$ cat src/rtl/core/i2a_pkg.sv
// i2a_pkg: shared constants, types and the digit-to-ascii function
// for the integer to ascii formatter; no dependencies
`timescale 1ns / 1ps

package i2a_pkg;

  // field widths
  localparam int DEF_WORD_BITS = 32;
  localparam int OPCODE_W      = 2;
  localparam int IN_VALUE_W    = 32;
  localparam int CHAR_W        = 8;
  localparam int NIB_W         = 4;

  // opcodes
  localparam logic [OPCODE_W-1:0] OP_DEC    = 2'd0;
  localparam logic [OPCODE_W-1:0] OP_HEX_LO = 2'd1;
  localparam logic [OPCODE_W-1:0] OP_HEX_UP = 2'd2;

  // ascii codes
  localparam logic [CHAR_W-1:0] CHAR_ZERO  = 8'h30;
  localparam logic [CHAR_W-1:0] CHAR_MINUS = 8'h2d;
  localparam logic [CHAR_W-1:0] CHAR_LO_A  = 8'h61;
  localparam logic [CHAR_W-1:0] CHAR_UP_A  = 8'h41;
  localparam logic [NIB_W-1:0]  NIB_TEN    = 4'd10;

  // converter control and status
  typedef struct packed {
    logic start;
    logic hex;
  } dab_ctrl_t;

  typedef struct packed {
    logic busy;
    logic done;
  } dab_stat_t;

  // emitter load request
  typedef struct packed {
    logic load;
    logic neg;
    logic upper;
  } emit_cmd_t;

  // one digit to its ascii code; decimal digits never reach ten
  function automatic logic [CHAR_W-1:0] digit_char(input logic [NIB_W-1:0] d,
                                                   input logic upper);
    logic [CHAR_W-1:0] base;
    begin
      base = upper ? CHAR_UP_A : CHAR_LO_A;
      if (d >= NIB_TEN) begin
        digit_char = base + {{(CHAR_W-NIB_W){1'b0}}, d - NIB_TEN};
      end else begin
        digit_char = CHAR_ZERO + {{(CHAR_W-NIB_W){1'b0}}, d};
      end
    end
  endfunction

endpackage

$ cat src/rtl/core/i2a_dabble.sv
// i2a_dabble: bit-serial binary to bcd converter (shift and add three),
// with a direct nibble load for hex; uses i2a_pkg
`timescale 1ns / 1ps

module i2a_dabble import i2a_pkg::*; #(
  parameter int WORD_BITS = DEF_WORD_BITS,
  parameter int NDIG      = 10
) (
  input  logic                   clk,
  input  logic                   rst_n,
  input  dab_ctrl_t              ctrl,
  input  logic [WORD_BITS-1:0]   mag,
  output dab_stat_t              stat,
  output logic [NIB_W*NDIG-1:0]  digits
);

  localparam int DIG_BITS = NIB_W * NDIG;
  localparam int CNT_W    = $clog2(WORD_BITS + 1);

  logic [WORD_BITS-1:0] sh_r, sh_nxt;
  logic [DIG_BITS-1:0]  bcd_r, bcd_nxt;
  logic [DIG_BITS-1:0]  bcd_adj;
  logic [CNT_W-1:0]     cnt_r, cnt_nxt;
  logic                 run_r, run_nxt;
  logic [DIG_BITS+WORD_BITS-1:0] mag_ext;

  assign mag_ext = {{DIG_BITS{1'b0}}, mag};

  // add three to every digit of five or more, one lane per digit
  always_comb begin
    for (int i = 0; i < NDIG; i++) begin
      if (bcd_r[i*NIB_W +: NIB_W] >= 4'd5) begin
        bcd_adj[i*NIB_W +: NIB_W] = bcd_r[i*NIB_W +: NIB_W] + 4'd3;
      end else begin
        bcd_adj[i*NIB_W +: NIB_W] = bcd_r[i*NIB_W +: NIB_W];
      end
    end
  end

  // one magnitude bit per cycle into the bcd register (decimal); hex loads the digits directly
  always_comb begin
    sh_nxt  = sh_r;
    bcd_nxt = bcd_r;
    cnt_nxt = cnt_r;
    run_nxt = run_r;
    if (ctrl.start) begin
      run_nxt = 1'b1;
      sh_nxt  = mag;
      if (ctrl.hex) begin
        bcd_nxt = mag_ext[DIG_BITS-1:0];
        cnt_nxt = '0;
      end else begin
        bcd_nxt = '0;
        cnt_nxt = CNT_W'(WORD_BITS);
      end
    end else if (run_r) begin
      if (cnt_r == '0) begin
        run_nxt = 1'b0;
      end else begin
        bcd_nxt = {bcd_adj[DIG_BITS-2:0], sh_r[WORD_BITS-1]};
        sh_nxt  = {sh_r[WORD_BITS-2:0], 1'b0};
        cnt_nxt = cnt_r - 1'b1;
      end
    end
  end

  always_ff @(posedge clk) begin
    if (!rst_n) begin
      run_r <= 1'b0;
    end else begin
      run_r <= run_nxt;
    end
    sh_r  <= sh_nxt;
    bcd_r <= bcd_nxt;
    cnt_r <= cnt_nxt;
  end

  assign stat.busy = run_r;
  assign stat.done = run_r && (cnt_r == '0);
  assign digits    = bcd_r;

endmodule

$ cat src/rtl/core/i2a_emit.sv
// i2a_emit: digit shift register that drops leading zeros and, while the
// output slot is free, sends sign and one character per cycle; uses i2a_pkg
`timescale 1ns / 1ps

module i2a_emit import i2a_pkg::*; #(
  parameter int NDIG = 10
) (
  input  logic                  clk,
  input  logic                  rst_n,
  input  emit_cmd_t             cmd,
  input  logic [NIB_W*NDIG-1:0] digits,
  output logic                  busy,
  output logic                  out_valid,
  input  logic                  out_ready,
  output logic [CHAR_W-1:0]     out_char_code,
  output logic                  out_last_char
);

  localparam int DIG_BITS = NIB_W * NDIG;
  localparam int LEFT_W   = $clog2(NDIG + 1);

  typedef enum logic [3:0] {
    E_IDLE  = 4'b0001,
    E_SKIP  = 4'b0010,
    E_SIGN  = 4'b0100,
    E_DIGIT = 4'b1000
  } emit_state_t;

  emit_state_t         state_r, state_nxt;
  logic [DIG_BITS-1:0] dig_r, dig_nxt;
  logic [LEFT_W-1:0]   left_r, left_nxt;
  logic                neg_r, neg_nxt;
  logic                upper_r, upper_nxt;
  logic                out_valid_r, out_valid_nxt;
  logic [CHAR_W-1:0]   char_r, char_nxt;
  logic                last_r, last_nxt;
  logic                slot_free;
  logic [NIB_W-1:0]    top_dig;
  logic                one_left;

  assign slot_free = !out_valid_r || out_ready;
  assign top_dig   = dig_r[DIG_BITS-1 -: NIB_W];
  assign one_left  = (left_r == LEFT_W'(1));

  // sequencer: skip leading zeros, then sign, then digits
  always_comb begin
    state_nxt     = state_r;
    dig_nxt       = dig_r;
    left_nxt      = left_r;
    neg_nxt       = neg_r;
    upper_nxt     = upper_r;
    out_valid_nxt = out_valid_r && !out_ready;
    char_nxt      = char_r;
    last_nxt      = last_r;
    unique case (state_r)
      E_IDLE: begin
        if (cmd.load) begin
          dig_nxt   = digits;
          left_nxt  = LEFT_W'(NDIG);
          neg_nxt   = cmd.neg;
          upper_nxt = cmd.upper;
          state_nxt = E_SKIP;
        end
      end
      E_SKIP: begin
        if (top_dig == '0 && !one_left) begin
          dig_nxt  = {dig_r[DIG_BITS-NIB_W-1:0], {NIB_W{1'b0}}};
          left_nxt = left_r - 1'b1;
        end else begin
          state_nxt = neg_r ? E_SIGN : E_DIGIT;
        end
      end
      E_SIGN: begin
        if (slot_free) begin
          out_valid_nxt = 1'b1;
          char_nxt      = CHAR_MINUS;
          last_nxt      = 1'b0;
          state_nxt     = E_DIGIT;
        end
      end
      E_DIGIT: begin
        if (slot_free) begin
          out_valid_nxt = 1'b1;
          char_nxt      = digit_char(top_dig, upper_r);
          last_nxt      = one_left;
          dig_nxt       = {dig_r[DIG_BITS-NIB_W-1:0], {NIB_W{1'b0}}};
          left_nxt      = left_r - 1'b1;
          if (one_left) begin
            state_nxt = E_IDLE;
          end
        end
      end
      default: state_nxt = E_IDLE;
    endcase
  end

  always_ff @(posedge clk) begin
    if (!rst_n) begin
      state_r     <= E_IDLE;
      out_valid_r <= 1'b0;
    end else begin
      state_r     <= state_nxt;
      out_valid_r <= out_valid_nxt;
    end
    dig_r   <= dig_nxt;
    left_r  <= left_nxt;
    neg_r   <= neg_nxt;
    upper_r <= upper_nxt;
    char_r  <= char_nxt;
    last_r  <= last_nxt;
  end

  assign busy          = (state_r != E_IDLE);
  assign out_valid     = out_valid_r;
  assign out_char_code = char_r;
  assign out_last_char = last_r;

endmodule

$ cat src/rtl/core/integer_to_ascii_formatter_top.sv
// Integer to ascii formatter, top level: request capture, sign handling,
// bit-serial converter and character emitter; uses i2a_pkg, i2a_dabble, i2a_emit
// Decimal requests run the bit-serial add-three loop, hex requests load the
// nibbles directly; the emit shift register then skips leading zeros and sends
// the sign and one digit per cycle unless out_ready stalls it. New requests are
// taken only when both units are idle. Sync active-low reset, idle after.
`timescale 1ns / 1ps

module integer_to_ascii_formatter_top import i2a_pkg::*; #(
  parameter int WORD_BITS = DEF_WORD_BITS
) (
  input  logic                  clk,
  input  logic                  rst_n,
  input  logic                  in_valid,
  output logic                  in_ready,
  input  logic [OPCODE_W-1:0]   in_opcode,
  input  logic [IN_VALUE_W-1:0] in_value,
  output logic                  out_valid,
  input  logic                  out_ready,
  output logic [CHAR_W-1:0]     out_char_code,
  output logic                  out_last_char
);

  // bcd digits enough for 2**WORD_BITS - 1
  localparam int NDIG = (WORD_BITS * 302) / 1000 + 1;

  logic [IN_VALUE_W+WORD_BITS-1:0] value_ext;
  logic [WORD_BITS-1:0]            word;
  logic [WORD_BITS-1:0]            word_neg;
  logic                            is_dec;
  logic                            is_neg;
  logic                            accept;
  logic                            neg_r;
  logic                            upper_r;
  dab_ctrl_t                       dab_ctrl;
  dab_stat_t                       dab_stat;
  emit_cmd_t                       emit_cmd;
  logic [NIB_W*NDIG-1:0]           digits;
  logic                            emit_busy;

  // word taken to WORD_BITS, magnitude for negative decimal values
  assign value_ext = {{WORD_BITS{1'b0}}, in_value};
  assign word      = value_ext[WORD_BITS-1:0];
  assign word_neg  = ~word + {{(WORD_BITS-1){1'b0}}, 1'b1};
  assign is_dec    = (in_opcode == OP_DEC);
  assign is_neg    = is_dec && word[WORD_BITS-1];

  assign in_ready = !dab_stat.busy && !emit_busy;
  assign accept   = in_valid && in_ready;

  // sign and case held until the emitter loads
  always_ff @(posedge clk) begin
    if (accept) begin
      neg_r   <= is_neg;
      upper_r <= in_opcode[1];
    end
  end

  assign dab_ctrl.start = accept;
  assign dab_ctrl.hex   = !is_dec;

  assign emit_cmd.load  = dab_stat.done;
  assign emit_cmd.neg   = neg_r;
  assign emit_cmd.upper = upper_r;

  i2a_dabble #(
    .WORD_BITS (WORD_BITS),
    .NDIG      (NDIG)
  ) u_dabble (
    .clk    (clk),
    .rst_n  (rst_n),
    .ctrl   (dab_ctrl),
    .mag    (is_neg ? word_neg : word),
    .stat   (dab_stat),
    .digits (digits)
  );

  i2a_emit #(
    .NDIG (NDIG)
  ) u_emit (
    .clk           (clk),
    .rst_n         (rst_n),
    .cmd           (emit_cmd),
    .digits        (digits),
    .busy          (emit_busy),
    .out_valid     (out_valid),
    .out_ready     (out_ready),
    .out_char_code (out_char_code),
    .out_last_char (out_last_char)
  );

endmodule

$ cat config.mk
export PLATFORM = sky130hd
export DESIGN_NAME = integer_to_ascii_formatter_top
export DESIGN_NICKNAME = d
export VERILOG_FILES = /design/src/rtl/core/i2a_pkg.sv /design/src/rtl/core/i2a_dabble.sv /design/src/rtl/core/i2a_emit.sv /design/src/rtl/core/integer_to_ascii_formatter_top.sv
export SDC_FILE = /design/constraint.sdc
export NUM_CORES = 1
export LEC_CHECK = 0
export ABC_AREA = 1
export BUFFER_PORTS_ARGS = -buffer_cell sky130_fd_sc_hd__buf_2
export CORE_MARGIN = 4
export CORE_UTILIZATION = 62
export DETAILED_ROUTE_END_ITERATION = 6
export PLACE_DENSITY = 0.91
export SYNTH_ARGS = -nofsm -noshare
export SYNTH_HDL_FRONTEND = slang
export SYNTH_SLANG_ARGS = --single-unit
$ cat constraint.sdc
create_clock -name clk -period 5.6 [get_ports clk]
set_input_delay 0.28 -clock clk [delete_from_list [all_inputs] [get_ports clk]]
set_output_delay 0.28 -clock clk [all_outputs]
set_load 0.005 [all_outputs]
# Yosys cells after proc, flatten, opt, wreduce, memory -nomap -nowiden
# Index checks and enable logic that the tools add are counted.
dict set report op_classes {
  reduce_logical 24
  add_sub_neg 16
  order_cmp 11
  mux 50
  div 0
  bitwise 1
  n_eq_ne 13
  n_shift 0
  multipliers 0
}
# cell n
set op_table {}
lappend op_table {{$mux W40} 6}
lappend op_table {{$mux W32} 5}
lappend op_table {{$pmux W40 S3} 1}
lappend op_table {{$mux W4} 18}
lappend op_table {{$ge A4 B3 Y1 const B} 10}
lappend op_table {{$add A4 B2 Y4 const B} 9}
lappend op_table {{$add A32 B1 Y32 const B} 1}
lappend op_table {{$not A32 Y32} 1}
lappend op_table {{$mux W6} 5}
lappend op_table {{$mux W8} 3}
lappend op_table {{$pmux W4 S4} 1}
lappend op_table {{$pmux W8 S2} 1}
lappend op_table {{$pmux W4 S3} 1}
lappend op_table {{$add A8 B4 Y8} 1}
lappend op_table {{$eq A4 B1 Y1 const B} 2}
lappend op_table {{$ne A2 B1 Y1 const B} 4}
lappend op_table {{$add A6 B4 Y7 const A} 1}
lappend op_table {{$mux W1} 7}
lappend op_table {{$logic_and A1 B1 Y1} 6}
lappend op_table {{$logic_not A6 Y1} 1}
lappend op_table {{$ne A2 B2 Y1 const B} 3}
lappend op_table {{$sub A6 B1 Y6 const B} 1}
lappend op_table {{$logic_not A1 Y1} 5}
lappend op_table {{$reduce_and A5 Y1} 1}
lappend op_table {{19 further kinds} 21}
dict set report word_totals {
  ram_bits 0
  register_bits 141
  n_memories 0
  elab_cells 129
  rom_bits 0
  latchBits 0
  out_inout_bits 11
  input_bits 38
}

# Longest topological paths before layout
# Gate-level depths: netlist of run 1.
dict set report logic_depth {
  depth_word 6
  ltp_mapped 11
  ltp_nobuf 11
}

# Cells and area by module
# Synthesis of run 1 repeated with hierarchy kept, for this count alone.
dict set report hier_totals {
  hier_cells 1020
  hier_area_um2 8356.8
}
# module instances area_each_um2 cells_each seq_area_each_um2
set by_module_without_submodules {}
lappend by_module_without_submodules {i2a_dabble 1 4443.0 509 2362.3}
lappend by_module_without_submodules {i2a_emit 1 2770.2 284 1721.7}
lappend by_module_without_submodules {integer_to_ascii_formatter_top 1 1143.6 227 60.1}

# Worst setup path before layout of run 1
# No wires, ideal clock.
dict set report synth_path {
  kind {register -> register}
  from {register u_emit.dig_r[36]}
  to {register u_emit.dig_r[0], enable pin}
  arrival_time_ps 3338
  stages_incl_launch_ff 7
  synth_period_minus_slack_ps 3810
  required_time_ps 5128
  setup_ps 472
  n_path_buf 0
  setup_slack_ps 1790
  cell_sequence {edfxtp_1 inv_1 ha_1 nand2_1 nor2_1 nand3_1 a31oi_1}
}
dict set report synth_via {
  elab_chain_cells 4
}
# item line
set synth_lines {}
lappend synth_lines {{start: declaration} i2a_emit.sv:30} ;# logic [DIG_BITS-1:0] dig_r, dig_nxt;
lappend synth_lines {{start signal: assignment} i2a_emit.sv:105} ;# dig_r <= dig_nxt;
lappend synth_lines {{$logic_not A4 Y1} i2a_emit.sv:66} ;# if (top_dig == '0 && !one_left) begin
lappend synth_lines {{$logic_and A1 B1 Y1} i2a_emit.sv:66}
lappend synth_lines {{$ne A2 B1 Y1 (no line)} -}
lappend synth_lines {{$reduce_and A4 Y1 (no line)} -}
# No other way between the ends.
# A chain may end at the register's enable or synchronous reset.

# Final worst setup path of run 1
dict set report layout_path {
  from {register u_emit.state_r[3]}
  to {register u_dabble.bcd_r[23], in the netlist u_dabble.digits[23], enable pin}
}
dict set report layout_via {
  elab_chain_cells 6
  word_cells_on_any_way 7
  cone_classes {eq/ne (2); reduce/logical (5)}
}
# item line
set layout_lines {}
lappend layout_lines {{start: declaration} i2a_emit.sv:29} ;# emit_state_t state_r, state_nxt;
lappend layout_lines {{start signal: assignment} i2a_emit.sv:102} ;# state_r <= state_nxt;
lappend layout_lines {{$ne A4 B1 Y1 *} i2a_emit.sv:113} ;# assign busy = (state_r != E_IDLE);
lappend layout_lines {{$logic_not A1 Y1 *} integer_to_ascii_formatter_top.sv:48} ;# assign in_ready = !dab_stat.busy && !emit_busy;
lappend layout_lines {{$logic_and A1 B1 Y1 *} integer_to_ascii_formatter_top.sv:48}
lappend layout_lines {{$logic_and A1 B1 Y1 *} integer_to_ascii_formatter_top.sv:49} ;# assign accept = in_valid && in_ready;
lappend layout_lines {{$ne A2 B2 Y1 (no line) / $reduce_bool A2 Y1 (equally long branches)} -}
lappend layout_lines {{$reduce_and A2 Y1 (no line) *} -}
lappend layout_lines {{end signal: assignment} i2a_dabble.sv:74} ;# bcd_r <= bcd_nxt;
lappend layout_lines {{end: declaration} i2a_dabble.sv:21} ;# logic [DIG_BITS-1:0] bcd_r, bcd_nxt;
# Every way passes the cells marked *; elsewhere a longest branch is shown, timed or not.

==> impl_metrics.ini, run 1 <==
[sta]
finalWorstSetupSlack_ps = 2960
rsz0062_at_grt = no
finalClockSkew_ps = 9.46
max_slew_margin = 0.293
finalSetupViolCount = 0
period_minus_slack_ps = 2640
hold_slack_ps = 70.1
period_share = 0.472
tightest_slew_ps = 1060
hold_viol_final = 0
drv_slew = 0
tns_ps = 0
max_freq_mhz = 378

[die]
fp.dieH_um = 121
die_area_um2 = 14500
die_width_um = 121
start_util = 0.643
coreArea_um2 = 12200
pin_count = 49
num_rows = 40

[place]
dp.cells = 1107
place_hpwl_um = 11800
place_area_um2 = 8220
gp_congestion = 0.919
dpl_worst_slack_ps = 2930
io_buffers = 47

[logic_synthesis]
syn_nets = 982
ys.flop_type = edfxtp_1
synth-edff-count = 134
ys_ff_latch = 140
synth_warnings = 0
netlist_area_um2 = 7850
yosysTopAreaCell = edfxtp_1
ys_top_cells_by_area = edfxtp_1 (51%), nand2_1 (12%), o21ai_0 (6.0%)
synthTopCellsByCount = nand2_1 (249), edfxtp_1 (134), inv_1 (111)
async_flop_share = 0
yosysUniqueCellTypes = 33
ys_seq_area_frac = 0.528
synth.avg_cell_area_um2 = 8.58
yosysMostFrequentCell = nand2_1
synth_cells = 915
synth_top_area_share = 0.513

[detailed_routing]
wl_per_cell_um = 16.5
wirelength_um = 18800
route.detailed.drc = 0
ant_nets = 0
num_vias = 6689
viasPerCell = 5.87
detail_route.first_pass.iterations = 7
drt-initial-drc-count = 687

[worst_setup_path]
critPathLaunchType = register
critPathTopFamily = simple AND/OR/NAND/NOR gates
path_class = register to register
critPathMaxFanout = 78
worstPathCellList = nor2_1, nand3_2, nor3_4, buf_4, inv_2, nand2_4
end_kind = register
crit_arrival_ps = 2680
critical-path-max-stage-delay_ps = 760
path_buf_inv = 2
worstPathRequired_ps = 5630
crit_slowest_cell = nand2_4

[global_routing]
grt_antenna_before_repair = 0
track_usage = 0.268
grt_pass1_wl_um = 30500
grt_max_degree = 79
grt_remaining_overflow = 0
grt_pass1_vias = 6419

[power_and_ir_drop]
power.leakage_nw = 3.81
p_per_area_nw_per_um2 = 632
irDropWorstVdd_uv = 498
power_mw = 5.58

[cts]
cts_resized = 0
clock_path_buffers = 2
path_clk_slew_ps = 60
cts_tree = built
root_buffer = clkbuf_16
h-tree-depth = 4
clock_latency_ps = 420
post_cts_buffers = 0
clock-sinks = 140
holdBufCountCts = 0
numCtsBuffers = 17

[final_layout]
n_antenna_cell = 0
stdcell_count = 1139
multi_input_area_um2 = 3170
stdcell_area_um2 = 8830
nets = 1025
syn_to_final_growth_pct = 12.5
seqCellArea_um2 = 4140
fillers = 845
drive_gt1_frac = 0.0958
post-route-util = 0.723

[outcome]
status = complete, no violations

[job]
drv_cap = 0

[worst_hold_path]
hold_class = primary input to register
==> metal layers <==
metal,vias to the layer above,part of all wire,GRT usage
met2,369,0.49,0.452
met1,3111,0.40,0.330
met4,0,0.031,0.123
met3,53,0.077,0.0575
met5,-,0,0
li1,3156,-,-
==> power breakdown <==
group	switching, mW	internal (mW)
combinational	1.50	0.642
clock	0.425	0.742
sequential	0.243	2.03
total	2.17	3.42
==> area by class of cell <==
cell class | count | area share
Sequential cell | 140 | 0.469
Multi-Input combinational cell | 634 | 0.360
Clock buffer | 20 | 0.0495
Inverter | 114 | 0.0485
Timing Repair Buffer | 51 | 0.0300
Tap cell | 168 | 0.0238
Clock inverter | 12 | 0.0193
==> kinds of logic after synthesis <==
| group | after synthesis | synth area share |
|---|---|---|
| AOI/OAI and AO/OA | 153 | 0.105 |
| xor gates and xnor gates | 15 | 0.0167 |
| adders and majority gates | 29 | 0.0462 |
| buffers and inverters | 141 | 0.0705 |
| DFF | 140 | 0.528 |
| other | 1 | 0.000478 |
| and+or+nand+nor | 436 | 0.233 |
==> registers in the layout, indices dropped and copies added (netlist names) <==
register	flops
neg_r	1
u_emit.out_last_char	1
u_emit.out_char_code	7
u_dabble.run_r	1
u_dabble.sh_r	32
u_emit.out_valid	1
u_dabble.cnt_r	6
u_emit.neg_r	1
u_emit.upper_r	1
upper_r	1
u_emit.left_r	4
u_emit.state_r	4
u_dabble.digits	40
u_emit.dig_r	40
==> cells in the final DEF, fill, tap and decap left out, drive strengths merged <==
cell type and n:
buf 51, nor3 8, nor2 89, xnor2 6, o211ai 14, inv 115, a22o 1, o221ai 1
o32ai 2, xor2 9, nand2 249, a31oi 1, or2 6, nand3 63, conb 1, edfxtp 134
bufinv 4, nand4 13, a21boi 1, a21oi 27, o22ai 4, dfxtp 6, nor4 2, clkinvlp 1
o31ai 1, clkinv 6, o21ai 101, nand3b 6, ha 29, clkbuf 20
==> path summary, 6_finish.rpt <==
check	startpoint	to	slack, ps	cells after the start
min	in_opcode[1]	upper_r$_DFFE_PP_	70	1
max reg2reg	u_emit.state_r[3]$_SDFFE_PN0P_	u_dabble.digits[23]$_DFFE_PP_	2960	6
min reg2reg	upper_r$_DFFE_PP_	u_emit.upper_r$_DFFE_PP_	460	0
max	u_emit.state_r[3]$_SDFFE_PN0P_	u_dabble.digits[23]$_DFFE_PP_	2960	6
(Power assumes the default switching activity.)
==> inputs of run 2 (changes only) <==
--- a/config.mk
+++ b/config.mk
@@ -8,9 +8,9 @@
 export ABC_AREA = 1
 export BUFFER_PORTS_ARGS = -buffer_cell sky130_fd_sc_hd__buf_2
 export CORE_MARGIN = 4
-export CORE_UTILIZATION = 62
+export CORE_UTILIZATION = 55
 export DETAILED_ROUTE_END_ITERATION = 6
-export PLACE_DENSITY = 0.91
+export PLACE_DENSITY = 0.86
 export SYNTH_ARGS = -nofsm -noshare
 export SYNTH_HDL_FRONTEND = slang
 export SYNTH_SLANG_ARGS = --single-unit
==> constraint.sdc (replaced) <==
create_clock -name clk -period 2.3 [get_ports clk]
set_input_delay 0.115 -clock clk [delete_from_list [all_inputs] [get_ports clk]]
set_output_delay 0.115 -clock clk [all_outputs]
set_load 0.005 [all_outputs]
==> impl_metrics.ini, run 2 (synthesis results as in run 1) <==
[final_layout]
syn_to_final_growth_pct = 13.8
final_common_cell = nand2_1
nets = 1034
multi_input_area_um2 = 3170
fillers = 1116
drive_gt1_frac = 0.102
stdcell_count = 1159
final_cell_mix = nand2_1 (248), edfxtp_1 (134), inv_1 (111)
n_antenna_cell = 0
seqCellArea_um2 = 4140

[sta]
tns_ps = 0
finalClockSkew_ps = 8.61
finalSetupViolCount = 0
max_freq_mhz = 513
hold_viol_final = 0
period_share = 0.847
period_minus_slack_ps = 1950
rsz0062_at_grt = no
drv_slew = 0
tightest_slew_ps = 615
max_slew_margin = 0.588

[cts]
h-tree-depth = 4
clock_path_buffers = 2
root_buffer = clkbuf_16
cts_resized = 0
clock_latency_ps = 430
numCtsBuffers = 17
clock-sinks = 140
path_clk_slew_ps = 60
cts_tree = built

[power_and_ir_drop]
clockPowerShare = 0.196
combPwrFrac = 0.391
seqPwrFrac = 0.414
irDropWorstVdd_uv = 670
power.leakage_nw = 3.84
power_mw = 13.2
intPower_mw = 8.22
switching_power_mw = 4.98
p_per_area_nw_per_um2 = 1480
swShare = 0.378

[worst_setup_path]
critPathLaunchType = register
crit_arrival_ps = 2120
worstPathCellList = nor2_1, nand3_2, nor3_4, buf_12, o21ai_0, a21oi_1, a21oi_1
worstPathRequired_ps = 2470
end_kind = register
crit_slowest_cell = dfxtp_1
path_buf_inv = 1
critPathTopFamily = simple AND/OR/NAND/NOR gates
critPathMaxFanout = 45
critical-path-max-stage-delay_ps = 350
crit_top_cell = a21oi_1
path_class = register to register

[die]
die_area_um2 = 16200
fp.dieH_um = 127
die_width_um = 127
pin_count = 49
start_util = 0.563
num_rows = 43
coreArea_um2 = 13900

[place]
gp_congestion = 0.888
io_buffers = 47
dp.cells = 1126
place_hpwl_um = 12000

[detailed_routing]
drt-initial-drc-count = 547
wl_per_cell_um = 14.6
detail_route.first_pass.iterations = 5
wirelength_um = 17000
num_vias = 6434
viasPerCell = 5.55
route.detailed.drc = 0
ant_nets = 0

[global_routing]
grt_remaining_overflow = 0
track_usage = 0.217
grt_pass1_wl_um = 28100
grt_max_degree = 79
grt_pass1_vias = 6055
grt_antenna_before_repair = 0

[worst_hold_path]
hold_class = primary input to register

[job]
drv_cap = 0

[outcome]
status = complete, no violations
run 2: repair_timing:
action / in CTS / in global routing
buffers inserted: 0 / 0
hold buffers: 2 / 0
endpoints found under the hold margin: 6 / 0
run 2: power by group through the flow:
stage | Sequential [mW] | Combinational (mW) | Clock (mW)
2_1_floorplan | 5.35 | 3.73 | 0
3_5_place_dp | 5.48 | 5.08 | 0
6_report | 5.46 | 5.16 | 2.58
3_3_place_gp | 5.43 | 4.83 | 0
4_1_cts | 5.46 | 5.15 | 2.61
5_1_grt | 5.56 | 5.88 | 2.74
run 2: worst paths after layout:
kind,start,end,slack (ps),depth (start not counted)
worst max-delay path,u_emit.state_r[3]$_SDFFE_PN0P_,u_dabble.sh_r[31]$_DFFE_PP_,350,7
worst min-delay path,in_value[0],u_dabble.sh_r[0]$_SDFFCE_PN0P_,70,3
worst max register to register,u_emit.state_r[3]$_SDFFE_PN0P_,u_dabble.sh_r[31]$_DFFE_PP_,350,7
worst min register to register,neg_r$_DFFE_PP_,u_emit.neg_r$_DFFE_PP_,480,0
run 2: final cells by class:
| cell class | count | share of cell area |
|---|---|---|
| Clock buffer | 18 | 0.0481 |
| Inverter | 114 | 0.0479 |
| Tap cell | 180 | 0.0252 |
| Clock inverter | 13 | 0.0143 |
| Sequential cell | 140 | 0.464 |
| Multi-Input combinational cell | 634 | 0.356 |
| Timing Repair Buffer | 60 | 0.0448 |
run 2: metal layers:
metal	up-vias	wire length, um	GRT usage
li1	3181	-	-
met2	241	8220	0.369
met5	-	0	0
met3	32	1170	0.0477
met4	0	438	0.0896
met1	2980	7120	0.269
run 2: through the flow:
step / area (um2) / util / hold slack [ps] / worst slack [ps]
floorplan: 7870 / - / 214 / 58.6
global placement: 8350 / 0.599 / 338 / 435
detailed placement: 8350 / 0.599 / 342 / 415
CTS: 8930 / 0.641 / 65.6 / 406
global route: 8930 / 0.641 / 106 / 188
finish: 8930 / 0.641 / 73.4 / 351
run 2: worst reg2reg max path, delay by kind of cell (launching register included):
kind / cells / cell delay (ps)
and+or+nand+nor: 3 / 570
AOI/OAI and AO/OA: 3 / 520
DFF: 1 / 350
buffers and inverters: 1 / 250
==> inputs of run 3 (changes only) <==
--- a/config.mk
+++ b/config.mk
@@ -8,9 +8,9 @@
 export ABC_AREA = 1
 export BUFFER_PORTS_ARGS = -buffer_cell sky130_fd_sc_hd__buf_2
 export CORE_MARGIN = 4
-export CORE_UTILIZATION = 55
+export CORE_UTILIZATION = 61
 export DETAILED_ROUTE_END_ITERATION = 6
-export PLACE_DENSITY = 0.86
+export PLACE_DENSITY = 0.9
 export SYNTH_ARGS = -nofsm -noshare
 export SYNTH_HDL_FRONTEND = slang
 export SYNTH_SLANG_ARGS = --single-unit
==> constraint.sdc (replaced) <==
create_clock -name clk -period 2 [get_ports clk]
set_input_delay 0.1 -clock clk [delete_from_list [all_inputs] [get_ports clk]]
set_output_delay 0.1 -clock clk [all_outputs]
set_load 0.005 [all_outputs]
==> impl_metrics.ini, run 3 (synthesis results as in run 1) <==
[power_and_ir_drop]
irDropWorstVdd_uv = 868
power.leakage_nw = 3.91
seqPwrFrac = 0.404
swShare = 0.384
intPower_mw = 9.66
clockPowerShare = 0.187
switching_power_mw = 6.01
combPwrFrac = 0.409
p_per_area_nw_per_um2 = 1730

[place]
dpl_worst_slack_ps = 79.6
place_hpwl_um = 12700
gp_congestion = 0.975
io_buffers = 47

[detailed_routing]
drt-initial-drc-count = 770
num_vias = 6572
wl_per_cell_um = 15.3
detail_route.first_pass.iterations = 6
ant_nets = 0
route.detailed.drc = 0
viasPerCell = 5.65
wirelength_um = 17900

[sta]
tns_ps = 0
drv_slew = 0
period_minus_slack_ps = 1890
rsz0062_at_grt = no
max_freq_mhz = 529
tightest_slew_ps = 503
finalSetupViolCount = 0
period_share = 0.946
finalClockSkew_ps = 6.56
max_slew_margin = 0.661
hold_viol_final = 0
finalWorstSetupSlack_ps = 108

[final_layout]
final_common_cell = nand2_1
final_cell_mix = nand2_1 (248), edfxtp_1 (134), inv_1 (107)
nets = 1046
n_antenna_cell = 0
drive_gt1_frac = 0.122
fillers = 924
syn_to_final_growth_pct = 15.3
multi_input_area_um2 = 3210
seqCellArea_um2 = 4150
post-route-util = 0.717

[worst_setup_path]
crit_slowest_cell = dfxtp_2
cp_num_cells = 7
end_kind = register
worstPathCellList = nor2_2, nand3_2, nor3_4, buf_4, buf_6, o211ai_1, o32ai_1
critPathMaxFanout = 26
worstPathRequired_ps = 2240
critical-path-max-stage-delay_ps = 340
critPathLaunchType = register
critPathTopFamily = buffers and inverters
path_class = register to register
path_buf_inv = 2
reg2reg_depth = 7
crit_arrival_ps = 2130

[global_routing]
grt_pass1_wl_um = 29400
grt_max_degree = 41
grt_remaining_overflow = 0
track_usage = 0.254
grt_antenna_before_repair = 0
grt_pass1_vias = 6355

[cts]
numCtsBuffers = 17
clock_latency_ps = 430
clock-sinks = 140
root_buffer = clkbuf_16
cts_tree = built
post_cts_buffers = 0
h-tree-depth = 4
clock_path_buffers = 2
path_clk_slew_ps = 60

[job]
drv_cap = 0

[die]
pin_count = 49
fp.dieH_um = 121
die_width_um = 121
start_util = 0.622
num_rows = 41
coreArea_um2 = 12600
die_area_um2 = 14700

[worst_hold_path]
hold_class = primary input to register
hold_depth = 3

[outcome]
status = complete, no violations
==> run 3: area by class of cell <==
type,instances,area share
Sequential cell,140,0.458
Multi-Input combinational cell,634,0.355
Timing Repair Buffer,72,0.0564
Clock buffer,21,0.0487
Inverter,114,0.0473
Tap cell,172,0.0238
Clock inverter,10,0.0111
==> run 3: repair_timing <==
item | 4_1_cts | 5_1_grt
hold buffers | 2 | 0
setup endpoints to repair | 0 | 11
endpoints found under the hold margin | 4 | 0
resized for setup | 0 | 2
==> run 3: metrics by stage <==
stage,cells,area [um2],power (mW),hold WS [ps]
finish,1163,9050,15.7,96.1
global route,1163,9050,16.7,116
CTS,1163,9040,15.6,90.6
detailed placement,1130,8480,12.5,311
global placement,1130,8480,12.1,309
floorplan,915,7920,10.5,199
==> run 3: power by group through the flow <==
stage	clock network [mW]	registers, mW	logic (mW)
floorplan	0	6.15	4.38
global placement	0	6.25	5.84
detailed placement	0	6.34	6.20
CTS	2.95	6.31	6.33
global route	3.09	6.44	7.20
finish	2.94	6.32	6.40
==> run 3: metal layers <==
metal | vias up | global-route usage | wire length (um)
met5 | - | 0 | 0
met4 | 0 | 0.120 | 542
met3 | 54 | 0.0527 | 1270
met2 | 284 | 0.417 | 8620
met1 | 3030 | 0.324 | 7420
li1 | 3204 | - | -
==> run 3: path summary, 6_finish.rpt <==
check / from / end / slack (ps)
max reg2reg: u_emit.state_r[3]$_SDFFE_PN0P_ / u_dabble.digits[1]$_DFFE_PP_ / 110
min: in_value[0] / u_dabble.sh_r[0]$_SDFFCE_PN0P_ / 100
max: u_emit.state_r[3]$_SDFFE_PN0P_ / u_dabble.digits[1]$_DFFE_PP_ / 110
min reg2reg: upper_r$_DFFE_PP_ / u_emit.upper_r$_DFFE_PP_ / 480
==> run 3: worst min-delay path, stage by stage <==
cell and delay, ps:
buf_2 90, inv_1 80, nor2_1 80
